### src/hdl/assert_macros.svh
// ----------------------------------------------------------------------------
// assert_macros.svh
// shared assertion macros, compiled out when NO_ASSERTIONS is defined
// ----------------------------------------------------------------------------
`ifndef ASSERT_MACROS_SVH
`define ASSERT_MACROS_SVH
`ifndef NO_ASSERTIONS
// concurrent check under async active-low reset
`define ASSERT_CLK(lbl, clk, rstn, prop, msg) \
  lbl: assert property (@(posedge clk) disable iff (!rstn) (prop)) else $error(msg);
// concurrent check that also holds during reset
`define ASSERT_ALWAYS(lbl, clk, prop, msg) \
  lbl: assert property (@(posedge clk) (prop)) else $error(msg);
`else
`define ASSERT_CLK(lbl, clk, rstn, prop, msg)
`define ASSERT_ALWAYS(lbl, clk, prop, msg)
`endif
`endif

### src/hdl/ymr_pkg.sv
// ----------------------------------------------------------------------------
// ymr_pkg
// types and constants shared by the ymodem receiver modules
// ----------------------------------------------------------------------------
`default_nettype none
package ymr_pkg;

  localparam logic [7:0] CH_SOH = 8'h01;
  localparam logic [7:0] CH_STX = 8'h02;
  localparam logic [7:0] CH_ETX = 8'h03;
  localparam logic [7:0] CH_EOT = 8'h04;
  localparam logic [7:0] CH_ACK = 8'h06;
  localparam logic [7:0] CH_NAK = 8'h15;
  localparam logic [7:0] CH_CAN = 8'h18;
  localparam logic [7:0] CH_C   = 8'h43;

  localparam logic [1:0] KIND_PAYLOAD = 2'd0;
  localparam logic [1:0] KIND_REPLY   = 2'd1;
  localparam logic [1:0] KIND_VERDICT = 2'd2;

  localparam logic [2:0] ST_OK     = 3'd0;
  localparam logic [2:0] ST_END    = 3'd1;
  localparam logic [2:0] ST_HEADER = 3'd2;
  localparam logic [2:0] ST_NUMBER = 3'd3;
  localparam logic [2:0] ST_COMPL  = 3'd4;
  localparam logic [2:0] ST_LENGTH = 3'd5;
  localparam logic [2:0] ST_CRC    = 3'd6;
  localparam logic [2:0] ST_CANCEL = 3'd7;

  localparam logic [1:0] EV_NONE = 2'd0;
  localparam logic [1:0] EV_INFO = 2'd1;
  localparam logic [1:0] EV_DATA = 2'd2;
  localparam logic [1:0] EV_EXIT = 2'd3;

  // what the back end must emit for one accepted item
  typedef enum logic [3:0] {
    ACT_NONE,      // nothing
    ACT_PAYLOAD,   // one payload byte
    ACT_TO_HDR,    // timeout in header phase: verdict, C
    ACT_EXIT,      // verdict exit, ACK, CA, CA
    ACT_INFO,      // verdict info, ACK, C
    ACT_DATA,      // verdict data, ACK
    ACT_END_ONLY,  // verdict end mark
    ACT_END_NAK,   // verdict end mark, NAK
    ACT_END_ACK,   // verdict end mark, ACK
    ACT_END_ACKC,  // verdict end mark, ACK, C
    ACT_BAD,       // verdict status, NAK
    ACT_PAY_BAD    // payload byte, verdict status, NAK
  } action_e;

  typedef struct packed {
    action_e     act;
    logic [7:0]  data;
    logic [2:0]  status;
    logic [10:0] len;
  } cmd_t;

  function automatic logic [15:0] crc_byte(input logic [15:0] crc, input logic [7:0] b);
    logic [15:0] c;
    c = crc ^ {b, 8'h00};
    for (int i = 0; i < 8; i++) begin
      c = c[15] ? ({c[14:0], 1'b0} ^ 16'h1021) : {c[14:0], 1'b0};
    end
    return c;
  endfunction

endpackage
`default_nettype wire

### src/hdl/ymodem_receiver_unit.sv
// ----------------------------------------------------------------------------
// ymodem_receiver_unit
// ymodem receive side with crc-16 frame checks and reply generation
// ----------------------------------------------------------------------------
//  channel  | signals                                   | dir
//  ---------+-------------------------------------------+-----
//  input    | in_valid_i/in_stall_o, mode, byte, end    | in
//  result   | out_valid_o/out_stall_i, kind..last       | out
//  config   | cfg_we_i, cfg_wdata_i (timeout_ticks)     | in
//
//  the parser takes one item per cycle while the queue has room
//  each item yields zero to four result items, one per cycle at the output while it is not stalled
//  a payload byte gives at most one result item; a frame end gives one to four result items
//  stall on the output holds the emitter; two queued commands absorb it
//  reset is asynchronous; timeout_ticks returns to 1000
// ----------------------------------------------------------------------------
`default_nettype none
module ymodem_receiver_unit import ymr_pkg::*; #(
  parameter int unsigned LONG_BLOCK  = 1024,
  parameter int unsigned SHORT_BLOCK = 128
) (
  input  wire logic        clk_i,
  input  wire logic        rst_ni,
  input  wire logic        cfg_we_i,
  input  wire logic [15:0] cfg_wdata_i,
  input  wire logic        in_valid_i,
  output logic             in_stall_o,
  input  wire logic        mode_i,
  input  wire logic [7:0]  frame_byte_i,
  input  wire logic        frame_end_i,
  output logic             out_valid_o,
  input  wire logic        out_stall_i,
  output logic [1:0]       result_kind_o,
  output logic [7:0]       byte_value_o,
  output logic [2:0]       frame_status_o,
  output logic [1:0]       event_res_o,
  output logic [10:0]      payload_len_o,
  output logic             last_o
);

  logic [15:0] timeout_q;
  logic        take, full, empty, pop, push;
  cmd_t        cmd, head;

  // timeout register
  always_ff @(posedge clk_i or negedge rst_ni) begin
    if (!rst_ni) timeout_q <= 16'd1000;
    else if (cfg_we_i) timeout_q <= cfg_wdata_i;
  end

  // the queue is checked before the pop so the stall does not depend on out_stall_i
  assign in_stall_o = full;
  assign take       = in_valid_i && !full;
  // items with no results leave nothing in the queue
  assign push       = take && (cmd.act != ACT_NONE);

  ymr_front #(.LONG_BLOCK(LONG_BLOCK), .SHORT_BLOCK(SHORT_BLOCK)) u_front (
    .clk_i, .rst_ni, .timeout_ticks_i(timeout_q), .take_i(take),
    .mode_i, .frame_byte_i, .frame_end_i, .cmd_o(cmd)
  );

  ymr_queue u_queue (
    .clk_i, .rst_ni, .push_i(push), .push_cmd_i(cmd), .full_o(full),
    .empty_o(empty), .pop_i(pop), .head_o(head)
  );

  ymr_back u_back (
    .clk_i, .rst_ni, .have_i(!empty), .cmd_i(head), .pop_o(pop),
    .valid_o(out_valid_o), .stall_i(out_stall_i), .result_kind_o, .byte_value_o,
    .frame_status_o, .event_res_o, .payload_len_o, .last_o
  );

endmodule
`default_nettype wire

### src/hdl/ymr_front.sv
// ----------------------------------------------------------------------------
// ymr_front
// frame parser and session state, one command per accepted item
// ----------------------------------------------------------------------------
`default_nettype none
module ymr_front import ymr_pkg::*; #(
  parameter int unsigned LONG_BLOCK  = 1024,
  parameter int unsigned SHORT_BLOCK = 128
) (
  input  wire logic        clk_i,
  input  wire logic        rst_ni,
  input  wire logic [15:0] timeout_ticks_i,
  input  wire logic        take_i,
  input  wire logic        mode_i,
  input  wire logic [7:0]  frame_byte_i,
  input  wire logic        frame_end_i,
  output cmd_t             cmd_o
);

  localparam logic [1:0] TY_SHORT  = 2'd0;
  localparam logic [1:0] TY_LONG   = 2'd1;
  localparam logic [1:0] TY_END    = 2'd2;
  localparam logic [1:0] TY_CANCEL = 2'd3;
  localparam logic [10:0] LEN_L = 11'(LONG_BLOCK);
  localparam logic [10:0] LEN_S = 11'(SHORT_BLOCK);

  logic        phase_q, phase_d;
  logic [7:0]  pnum_q, pnum_d;
  logic        endm_q, endm_d;
  logic [15:0] tick_q, tick_d;
  logic [10:0] pos_q, pos_d;
  logic [1:0]  ftype_q, ftype_d;
  logic [15:0] crc_q, crc_d, rcrc_q, rcrc_d;
  logic [2:0]  pend_q, pend_d;
  logic        empty_q, empty_d;

  logic [10:0] len;
  logic [2:0]  st;
  logic [15:0] tick_inc;

  always_comb begin
    phase_d = phase_q; pnum_d = pnum_q; endm_d = endm_q; tick_d = tick_q;
    pos_d = pos_q; ftype_d = ftype_q; crc_d = crc_q; rcrc_d = rcrc_q;
    pend_d = pend_q; empty_d = empty_q;
    cmd_o = '{act: ACT_NONE, data: frame_byte_i, status: ST_OK, len: 11'd0};
    st = ST_OK;
    len = (ftype_q == TY_LONG) ? LEN_L : LEN_S;
    tick_inc = (tick_q != 16'hFFFF) ? tick_q + 16'd1 : tick_q;
    if (take_i) begin
      if (mode_i) begin
        tick_d = tick_inc;
        if (tick_inc >= timeout_ticks_i) begin
          pos_d = '0; ftype_d = '0; crc_d = '0; rcrc_d = '0; pend_d = '0; empty_d = 1'b0;
          cmd_o.act = phase_q ? ACT_EXIT : ACT_TO_HDR;
          phase_d = 1'b0; pnum_d = '0; endm_d = 1'b0; tick_d = '0;
        end
      end else begin
        if (pos_q == '0) begin
          priority if (frame_byte_i == CH_SOH) ftype_d = TY_SHORT;
          else if (frame_byte_i == CH_STX) ftype_d = TY_LONG;
          else if (frame_byte_i == CH_EOT || frame_byte_i == CH_ETX) ftype_d = TY_END;
          else if (frame_byte_i == CH_CAN) ftype_d = TY_CANCEL;
          else begin
            ftype_d = TY_END; pend_d = ST_HEADER;
          end
          len = (ftype_d == TY_LONG) ? LEN_L : LEN_S;
        end else if (ftype_q == TY_CANCEL) begin
          if (pos_q == 11'd1 && frame_byte_i != CH_CAN && pend_q == ST_OK) pend_d = ST_CANCEL;
        end else if (ftype_q == TY_SHORT || ftype_q == TY_LONG) begin
          if (pos_q == 11'd1) begin
            if (frame_byte_i != pnum_q && pend_q == ST_OK) pend_d = ST_NUMBER;
          end else if (pos_q == 11'd2) begin
            if (frame_byte_i != ~pnum_q && pend_q == ST_OK) pend_d = ST_COMPL;
          end else if ({1'b0, pos_q} < {1'b0, len} + 12'd3) begin
            crc_d = crc_byte(crc_q, frame_byte_i);
            if (pos_q == 11'd3) empty_d = (frame_byte_i == 8'h00);
            if (pend_q == ST_OK) cmd_o.act = ACT_PAYLOAD;
          end else begin
            rcrc_d = {rcrc_q[7:0], frame_byte_i};
          end
        end
        if (pos_q != 11'h7FF) pos_d = pos_q + 11'd1;
        if (frame_end_i) begin
          // first error wins, then type, then length, then crc
          priority if (pend_d != ST_OK) st = pend_d;
          else if (ftype_d == TY_CANCEL && pos_q == '0) st = ST_CANCEL;
          else if (ftype_d == TY_END || ftype_d == TY_CANCEL) st = ST_END;
          else if ({1'b0, pos_q} != {1'b0, len} + 12'd4) st = ST_LENGTH;
          else if (crc_d != rcrc_d) st = ST_CRC;
          else st = ST_OK;
          cmd_o.status = st;
          if (st == ST_OK) begin
            cmd_o.len = len;
            if (!phase_q) begin
              if (empty_d) begin
                cmd_o.act = ACT_EXIT;
                phase_d = 1'b0; pnum_d = '0; endm_d = 1'b0;
              end else begin
                cmd_o.act = ACT_INFO;
                pnum_d = pnum_q + 8'd1; endm_d = 1'b0; phase_d = 1'b1;
              end
            end else begin
              cmd_o.act = ACT_DATA;
              pnum_d = pnum_q + 8'd1; endm_d = 1'b0;
            end
          end else if (st == ST_END) begin
            if (endm_q) begin
              pnum_d = '0;
              cmd_o.act = phase_q ? ACT_END_ACKC : ACT_END_ACK;
              phase_d = 1'b0;
            end else begin
              cmd_o.act = phase_q ? ACT_END_NAK : ACT_END_ONLY;
            end
            endm_d = 1'b1;
          end else begin
            // a payload byte that ends a short frame still goes out ahead of the verdict
            cmd_o.act = (cmd_o.act == ACT_PAYLOAD) ? ACT_PAY_BAD : ACT_BAD;
            endm_d = 1'b0;
          end
          pos_d = '0; ftype_d = '0; crc_d = '0; rcrc_d = '0; pend_d = '0; empty_d = 1'b0;
          tick_d = '0;
        end
      end
    end
  end

  always_ff @(posedge clk_i or negedge rst_ni) begin
    if (!rst_ni) begin
      phase_q <= 1'b0; pnum_q <= '0; endm_q <= 1'b0; tick_q <= '0;
      pos_q <= '0; ftype_q <= '0; crc_q <= '0; rcrc_q <= '0; pend_q <= '0;
      empty_q <= 1'b0;
    end else begin
      phase_q <= phase_d; pnum_q <= pnum_d; endm_q <= endm_d; tick_q <= tick_d;
      pos_q <= pos_d; ftype_q <= ftype_d; crc_q <= crc_d; rcrc_q <= rcrc_d;
      pend_q <= pend_d; empty_q <= empty_d;
    end
  end

endmodule
`default_nettype wire

### src/hdl/ymr_queue.sv
// ----------------------------------------------------------------------------
// ymr_queue
// two-entry command queue between parser and emitter
// ----------------------------------------------------------------------------
`default_nettype none
`include "assert_macros.svh"
module ymr_queue import ymr_pkg::*; (
  input  wire logic clk_i,
  input  wire logic rst_ni,
  input  wire logic push_i,
  input  cmd_t      push_cmd_i,
  output logic      full_o,
  output logic      empty_o,
  input  wire logic pop_i,
  output cmd_t      head_o
);

  cmd_t       mem_q [2];
  logic       wp_q, rp_q;
  logic [1:0] cnt_q;

  assign full_o  = (cnt_q == 2'd2);
  assign empty_o = (cnt_q == 2'd0);
  assign head_o  = mem_q[rp_q];

  always_ff @(posedge clk_i) begin
    if (push_i) mem_q[wp_q] <= push_cmd_i;
  end

  always_ff @(posedge clk_i or negedge rst_ni) begin
    if (!rst_ni) begin
      wp_q <= 1'b0; rp_q <= 1'b0; cnt_q <= '0;
    end else begin
      if (push_i) wp_q <= ~wp_q;
      if (pop_i) rp_q <= ~rp_q;
      cnt_q <= cnt_q + {1'b0, push_i} - {1'b0, pop_i};
    end
  end

  `ASSERT_CLK(a_no_overflow, clk_i, rst_ni, !(push_i && full_o), "queue overflow")
  `ASSERT_CLK(a_no_underflow, clk_i, rst_ni, !(pop_i && empty_o), "queue underflow")
  `ASSERT_CLK(a_cnt_range, clk_i, rst_ni, cnt_q != 2'd3, "queue count out of range")

endmodule
`default_nettype wire

### src/hdl/ymr_back.sv
// ----------------------------------------------------------------------------
// ymr_back
// expands a command into its result items, one per cycle while the output is not stalled
// ----------------------------------------------------------------------------
`default_nettype none
`include "assert_macros.svh"
module ymr_back import ymr_pkg::*; (
  input  wire logic        clk_i,
  input  wire logic        rst_ni,
  input  wire logic        have_i,
  input  cmd_t             cmd_i,
  output logic             pop_o,
  output logic             valid_o,
  input  wire logic        stall_i,
  output logic [1:0]       result_kind_o,
  output logic [7:0]       byte_value_o,
  output logic [2:0]       frame_status_o,
  output logic [1:0]       event_res_o,
  output logic [10:0]      payload_len_o,
  output logic             last_o
);

  logic [1:0] idx_q;
  logic [1:0] n;
  logic [1:0] kind;
  logic [7:0] val;
  logic [2:0] st;
  logic [1:0] ev;
  logic [10:0] ln;
  logic       lst, go;
  logic       pay, vrd;

  // item count minus one and item content for step idx_q
  always_comb begin
    n = 2'd0; kind = KIND_REPLY; val = 8'h00; st = ST_OK; ev = EV_NONE; ln = '0;
    // a payload-led command shifts its verdict to the second step
    pay = (cmd_i.act == ACT_PAYLOAD) || (cmd_i.act == ACT_PAY_BAD && idx_q == 2'd0);
    vrd = (cmd_i.act == ACT_PAY_BAD) ? (idx_q == 2'd1) : (idx_q == 2'd0);
    unique case (cmd_i.act)
      ACT_PAYLOAD:  n = 2'd0;
      ACT_TO_HDR:   n = 2'd1;
      ACT_EXIT:     n = 2'd3;
      ACT_INFO:     n = 2'd2;
      ACT_DATA:     n = 2'd1;
      ACT_END_ONLY: n = 2'd0;
      ACT_END_NAK:  n = 2'd1;
      ACT_END_ACK:  n = 2'd1;
      ACT_END_ACKC: n = 2'd2;
      ACT_BAD:      n = 2'd1;
      ACT_PAY_BAD:  n = 2'd2;
      default:      n = 2'd0;
    endcase
    if (pay) begin
      kind = KIND_PAYLOAD; val = cmd_i.data;
    end else if (vrd) begin
      kind = KIND_VERDICT;
      unique case (cmd_i.act)
        ACT_EXIT: ev = EV_EXIT;
        ACT_INFO: begin ev = EV_INFO; ln = cmd_i.len; end
        ACT_DATA: begin ev = EV_DATA; ln = cmd_i.len; end
        ACT_END_ONLY, ACT_END_NAK, ACT_END_ACK, ACT_END_ACKC: st = ST_END;
        ACT_BAD, ACT_PAY_BAD: st = cmd_i.status;
        default: ev = EV_NONE;
      endcase
    end else begin
      unique case (cmd_i.act)
        ACT_TO_HDR: val = CH_C;
        ACT_EXIT:   val = (idx_q == 2'd1) ? CH_ACK : CH_CAN;
        ACT_INFO, ACT_END_ACKC: val = (idx_q == 2'd1) ? CH_ACK : CH_C;
        ACT_DATA, ACT_END_ACK: val = CH_ACK;
        default: val = CH_NAK;
      endcase
    end
    lst = (idx_q == n);
  end

  assign valid_o        = have_i;
  assign go             = have_i && !stall_i;
  assign pop_o          = go && lst;
  assign result_kind_o  = kind;
  assign byte_value_o   = val;
  assign frame_status_o = st;
  assign event_res_o    = ev;
  assign payload_len_o  = ln;
  assign last_o         = lst;

  always_ff @(posedge clk_i or negedge rst_ni) begin
    if (!rst_ni) idx_q <= '0;
    else if (go) idx_q <= lst ? 2'd0 : idx_q + 2'd1;
  end

  `ASSERT_CLK(a_idx_bound, clk_i, rst_ni, !have_i || idx_q <= n, "step past command end")
  `ASSERT_CLK(a_idx_idle, clk_i, rst_ni, have_i || idx_q == 2'd0, "step set with no command")
  `ASSERT_CLK(a_hold, clk_i, rst_ni, (have_i && stall_i) |=> $stable(idx_q), "step moved under stall")

endmodule
`default_nettype wire

### config.mk
export PLATFORM = sky130hd
export DESIGN_NAME = ymodem_receiver_unit
export DESIGN_NICKNAME = d
export VERILOG_FILES = /design/src/hdl/ymr_pkg.sv /design/src/hdl/ymodem_receiver_unit.sv /design/src/hdl/ymr_front.sv /design/src/hdl/ymr_queue.sv /design/src/hdl/ymr_back.sv
export VERILOG_INCLUDE_DIRS = /design/src /design/src/hdl
export SDC_FILE = /design/constraint.sdc
export NUM_CORES = 1
export LEC_CHECK = 0
export BUFFER_PORTS_ARGS = -buffer_cell sky130_fd_sc_hd__buf_2
export CELL_PAD_IN_SITES_DETAIL_PLACEMENT = 0
export CELL_PAD_IN_SITES_GLOBAL_PLACEMENT = 1
export CORE_UTILIZATION = 27
export CTS_CLUSTER_SIZE = 14
export DETAILED_ROUTE_END_ITERATION = 6
export PLACE_DENSITY_LB_ADDON = 0.1
export SKIP_CTS_REPAIR_TIMING = 1
export SLEW_MARGIN = 10
export SYNTH_ARGS = -nofsm -noshare
export SYNTH_HDL_FRONTEND = slang
export SYNTH_HIERARCHICAL = 1
export SYNTH_SLANG_ARGS = --single-unit
### constraint.sdc
create_clock -name clk_i -period 5.95 [get_ports clk_i]
set_input_delay 0.595 -clock clk_i [delete_from_list [all_inputs] [get_ports clk_i]]
set_output_delay 0.595 -clock clk_i [all_outputs]
set_load 0.01 [all_outputs]
After elaboration in Yosys (flattened, before gate mapping):

Memories as Yosys holds them, arrays and structs flattened.
Cells that the tools add are included.
Widths: inputs -> output; s select.

* register bits: 97
* bits in writable memories: 52
* memory bits (read-only): 32
* input port bits: 31
* output and inout port bits: 29
* word-level logic and storage cells: 273
* memories: 2

Memories
* u_queue.mem_q: words 2, width 26, read ports 1, clocked after memory_dff 0, write ports 1, RTL line ymr_queue.sv:18 `cmd_t mem_q [2];`
* (no name shown): words 16, width 2, read ports 1, clocked after memory_dff 0, write ports 0, RTL line ymr_back.sv:39 `unique case (cmd_i.act)`

* $add $sub $neg: 8
* magnitude comparators: 2
* equality and inequality tests: 37
* multiplexer cells: 157
* bitwise gates (word level): 12
* reductions and logical operators: 40

Operators by type and width (number)
* $mux 16: 25
* $mux 11: 13
* $mux 13: 8
* $mux 3: 29
* $mux 8: 10
* $mux 4: 15
* $mux 14: 3
* $mux 2: 17
* $mux 1: 32
* $pmux 8 s4: 1
* $not 3->3: 8
* $eq 11x2->1 const B: 2
* $add 16x1->16 const B: 1
* $eq 4x3->1 const B: 4
* $eq 4x4->1 const B: 4
* $eq 8x2->1 const B: 2
* $ge 16x16->1: 1
* $ne 16x16->1: 1
* $ne 16x16->1 const B: 1
* $ne 8x8->1: 2
* $xor 16x16->16: 1
* $add 11x2->12 const B: 1
* $add 11x3->12 const B: 1
* $lt 11x12->1: 1
* 40 further kinds: 73

Depth between registers and ports, before layout:

* word-level depth: 44
* mapped depth: 21
* gate-level depth less buffers: 19

Cells and area by module:

Netlist, hierarchy kept.

By module, submodules not included
* ymr_front: times used 1, cells an instance 645, area an instance 5810.6 sq um, sequential area each 1876.8 sq um
* ymr_queue: times used 1, cells an instance 96, area an instance 2173.3 sq um, sequential area each 1661.6 sq um
* ymr_back: times used 1, cells an instance 110, area an instance 740.7 sq um, sequential area each 50.0 sq um
* ymodem_receiver_unit: times used 1, cells an instance 37, area an instance 678.2 sq um, sequential area each 407.9 sq um

Worst setup path after synthesis:

No wires, ideal clock.

* kind: register -> register
* from: register u_front.tick_q[0]
* to: memory u_queue/mem_q[0][0] in the netlist's numbering (enable)
* setup time: 412 ps
* arrival time: 4931 ps
* data required time: 5538 ps
* setup slack: 607 ps
* stages on the path, launching flop included: 19
* path buffers: 2
* clock period less this slack: 5343 ps
* path through: dfrtp_1 > ha_1 > nand3_1 > nor4_1 > nand4_1 > nand2_1 > nor2_1 > xor2_1 > ha_1 > and4_1 > o211ai_1 > o221ai_1 > a41o_1 > clkbuf_1 > and2_1 > clkbuf_1 > o21a_1 > o41a_1 > nor2b_1

RTL lines
* start, declared: RTL line ymr_front.sv:30 `logic [15:0] tick_q, tick_d;`
* start signal, assigned: RTL line ymr_front.sv:133 `phase_q <= phase_d; pnum_q <= pnum_d; endm_q <= endm_d; tick_q <= tick_d;`
* end, declared: RTL line ymr_queue.sv:18

==> results.md <==
Timing
* **total negative slack for setup checks** 0 ps
* **Post-Route Hold Slack** 298 ps
* **final critical-path share of the clock period** 86.8%
* **pin slew with the least headroom to its limit** 1040 ps
* **worst clock skew** 13.2 ps
* **RSZ-0062 raised after global routing** no
* **Max transition margin** 30.1%
* **number of endpoints with negative hold slack in the final report** 0
* **number of failing setup endpoints in the final timing report** 0
* **number of max-slew violations in the final report** 0
* **Max Clk Rate** 194 MHz
* **post-layout worst setup margin** 787 ps
* **fin crit period** 5160 ps

Drt
* **via count** 6,843
* **ANT nets after route** 0
* **average wire length per cell after detail routing** 18.3 µm
* **DRC viols** 0
* **routed wire length** 25.2 mm
* **First-pass DRT Iterations** 5
* **DRC violation total after the first TritonRoute iteration** 426
* **detail-routed via count per cell** 4.95

Floorplan
* **DIE HEIGHT** 189 µm
* **initial core utilization** 27.8%
* **Die X-Extent** 189 µm
* **placeable core region** 33,900 µm²
* **num ports** 60
* **full die area** 35,600 µm²
* **Rows** 67

Critical path
* **critical path's slowest cell** sky130_fd_sc_hd__dfrtp_1
* **category of the worst setup path launch point** flop
* **kind of end point of the critical path** flop
* **CP max stage delay** 450 ps
* **Data required, critical path** 6120 ps
* **worst-path cell chain** ha_1, nand3_1, nor4_1, nand4_1, nand2_1, nor2_1, xor2_1, ha_1, a21o_1, a21o_1, a221oi_1, o221ai_1, a41o_1, and2_1, o21a_1, o41a_1, and2_1, buf_12
* **WP data arrival** 5340 ps
* **top fanout value on the critical path** 26
* **register-to-register setup slack** 790 ps
* **classification of the worst setup path** flop to flop

GRT
* **via count of the first global-routing pass** 6,666
* **gr usage total** 14.7%
* **maximum number of pins on one net before global-route repair** 66
* **Overflow after GRT** 0
* **number of antenna violations at the first check in global routing** 0
* **global-route wire length before repair** 40.3 mm

Placement
* **routability cong.** 0.757
* **Cells after DPL** 1,351
* **estimated wirelength of the detail-placed design** 18.3 mm
* **number of buffer cells added on primary ports** 59
* **Post-Place Setup Slack** 811 ps

Final layout
* **commonest non-fill, non-tap cell in the layout** sky130_fd_sc_hd__dfrtp_1
* **total inserted antenna cells** 0
* **# nets final** 980
* **final-layout fill cell count** 3,527
* **area added between synthesis and finish** 12.4%
* **commonest cells after routing, fill and taps aside** 91 x sky130_fd_sc_hd__dfrtp_1, 58 x sky130_fd_sc_hd__buf_2, 55 x sky130_fd_sc_hd__nand2_1
* **non-filler cells in the finished layout** 1,383
* **fraction of final layout cells with drive strength greater than 1** 19.0%

Hold path
* **type of the worst min-delay path** input port to async pin

Synth
* **number of enable-type register cells in the synthesized netlist** 52
* **async set-or-reset flop fraction in the synthesized netlist** 65.1%
* **commonest register cell after synthesis** sky130_fd_sc_hd__dfrtp_1
* **top cell type's share of synthesized area** 24.2%
* **mapped cell area** 9400 µm²
* **Synth area leaders** sky130_fd_sc_hd__dfrtp_1 24%, sky130_fd_sc_hd__edfxtp_1 17%, sky130_fd_sc_hd__mux2_4 4.6%
* **cell accounting for the most synthesized area** sky130_fd_sc_hd__dfrtp_1
* **library cells used by synthesis** 91
* **synthesized area per cell** 10.6 µm²
* **number of instances in the synthesized netlist** 888
* **Yosys warnings** 6
* **post-synthesis sequential element count** 149
* **share of the yosys chip area belonging to registers** 42.5%

Job
* **number of maximum-capacitance constraint violations** 0

Clock network
* **clock latency of the later-clocked register in the worst-skew pair** 430 ps
* **root buffer cell** sky130_fd_sc_hd__clkbuf_16
* **CTS clk-pin slew, worst paths** 70 ps
* **maximum count of clock buffers along a single path** 2
* **number of sinks driven by the clock tree** 149
* **CTS tree** yes
* **maximum level of the CTS H-tree** 4
* **Num CTS Buffers** 17

Run status
* **result of the run** finished clean

Power
* **static leakage** 4.67 nW
* **worst-case vdd ir drop** 0.225 mV
* **total power per unit cell area** 423 nW/µm²

==> report_power, final <==
group | internal (W) | switching, W | leakage [nW] | total, W
registers | 0.00123 | 0.000200 | 1.76 | 0.00143
clock network | 0.000580 | 0.000469 | 0.255 | 0.00105
logic | 0.000848 | 0.00114 | 2.65 | 0.00199
total | 0.00266 | 0.00181 | 4.67 | 0.00446
==> state kept, by name, indices dropped and copies added (netlist names) <==
signal / cells
u_front/pnum_q: 8
u_queue/rp_q: 1
timeout_q: 16
u_front/phase_q: 1
u_front/rcrc_q: 16
u_front/ftype_q: 2
u_front/crc_q: 16
u_front/empty_q: 1
u_front/pos_q: 11
u_queue/mem_q: 52
u_front/pend_q: 3
u_queue/cnt_q: 2
u_queue/wp_q: 1
u_front/tick_q: 16
u_back/idx_q: 2
u_front/endm_q: 1
==> critical path, delay by kind of cell, from the launching register on <==
kind | cells | cell delay, ps
compound gates | 7 | 1800
xor+xnor | 1 | 150
fa+ha+maj | 2 | 530
buf+inv | 1 | 180
flops | 1 | 450
simple gates | 7 | 1800
==> synthesized netlist by cell type, types with 8 or more instances <==
master and n:
sky130_fd_sc_hd__a22o_1 40, sky130_fd_sc_hd__ha_1 27, sky130_fd_sc_hd__nand2b_1 12, sky130_fd_sc_hd__mux2_4 29, sky130_fd_sc_hd__inv_1 44, sky130_fd_sc_hd__and3_1 18
sky130_fd_sc_hd__xor2_1 47, sky130_fd_sc_hd__o22ai_1 8, sky130_fd_sc_hd__dfrtp_1 91, sky130_fd_sc_hd__nand3_1 25, sky130_fd_sc_hd__a21o_1 11, sky130_fd_sc_hd__clkbuf_1 24
sky130_fd_sc_hd__mux2_2 14, sky130_fd_sc_hd__nand2_1 55, sky130_fd_sc_hd__buf_2 14, sky130_fd_sc_hd__nor4_1 12, sky130_fd_sc_hd__nand4_1 13, sky130_fd_sc_hd__and2_1 24
sky130_fd_sc_hd__xnor2_1 40, sky130_fd_sc_hd__edfxtp_1 52, sky130_fd_sc_hd__o21ai_0 16, sky130_fd_sc_hd__buf_4 21, sky130_fd_sc_hd__nor2b_1 10, sky130_fd_sc_hd__nor2_1 46
sky130_fd_sc_hd__a21oi_1 26, sky130_fd_sc_hd__nor3_1 13
==> per-stage QoR <==
stage / instance area (µm²) / util, % / total power (W)
finish: 10600 / 31.2 / 0.00446
global placement: 10000 / 29.5 / 0.00348
floorplan: 9430 / - / 0.00291
detailed placement: 10000 / 29.5 / 0.00344
CTS: 10600 / 31.2 / 0.00452
global route: 10600 / 31.2 / 0.00476
==> kinds of logic after synthesis <==
group / Yosys count / share of synthesized area [%]
flops: 149 / 42.5
compound gates: 190 / 15.5
buf+inv: 114 / 6.41
xor+xnor: 95 / 9.87
mux: 48 / 6.84
simple gates: 264 / 15.2
fa+ha+maj: 27 / 3.59
other cells: 1 / 0.0399
==> worst paths after layout <==
| check | start | endpoint | cells after the start |
|---|---|---|---|
| setup / recovery | u_front/tick_q[0] | u_queue/mem_q[1][14] | 18 |
| min in group clk_i | cfg_wdata_i[8] | timeout_q[8] | 2 |
| hold reg to reg | u_queue/wp_q | u_queue/wp_q | 1 |
| max in group asynchronous | rst_ni | timeout_q[3] | 2 |
| setup reg to reg | u_front/tick_q[0] | u_queue/mem_q[1][14] | 18 |
| hold / removal | rst_ni | u_front/tick_q[6] | 1 |
==> layout make-up <==
cell class	instances	area (µm²)	area share, %
clock buffers	19	433	4.10
inverters	47	176	1.67
repair buffers	74	435	4.12
well taps	448	561	5.30
flip-flops and latches	149	4000	37.8
clock inverters	13	124	1.17
multi-input cells	633	4840	45.8
==> per-layer routing <==
layer / track usage, % / vias up / part of all wire, %
li1: - / 3281 / -
met4: 3.88 / 0 / 1.0
met2: 21.8 / 133 / 43
met5: 0 / - / 0
met1: 21.9 / 3411 / 52
met3: 2.37 / 18 / 3.1
Power figures use the tool's default switching activity.
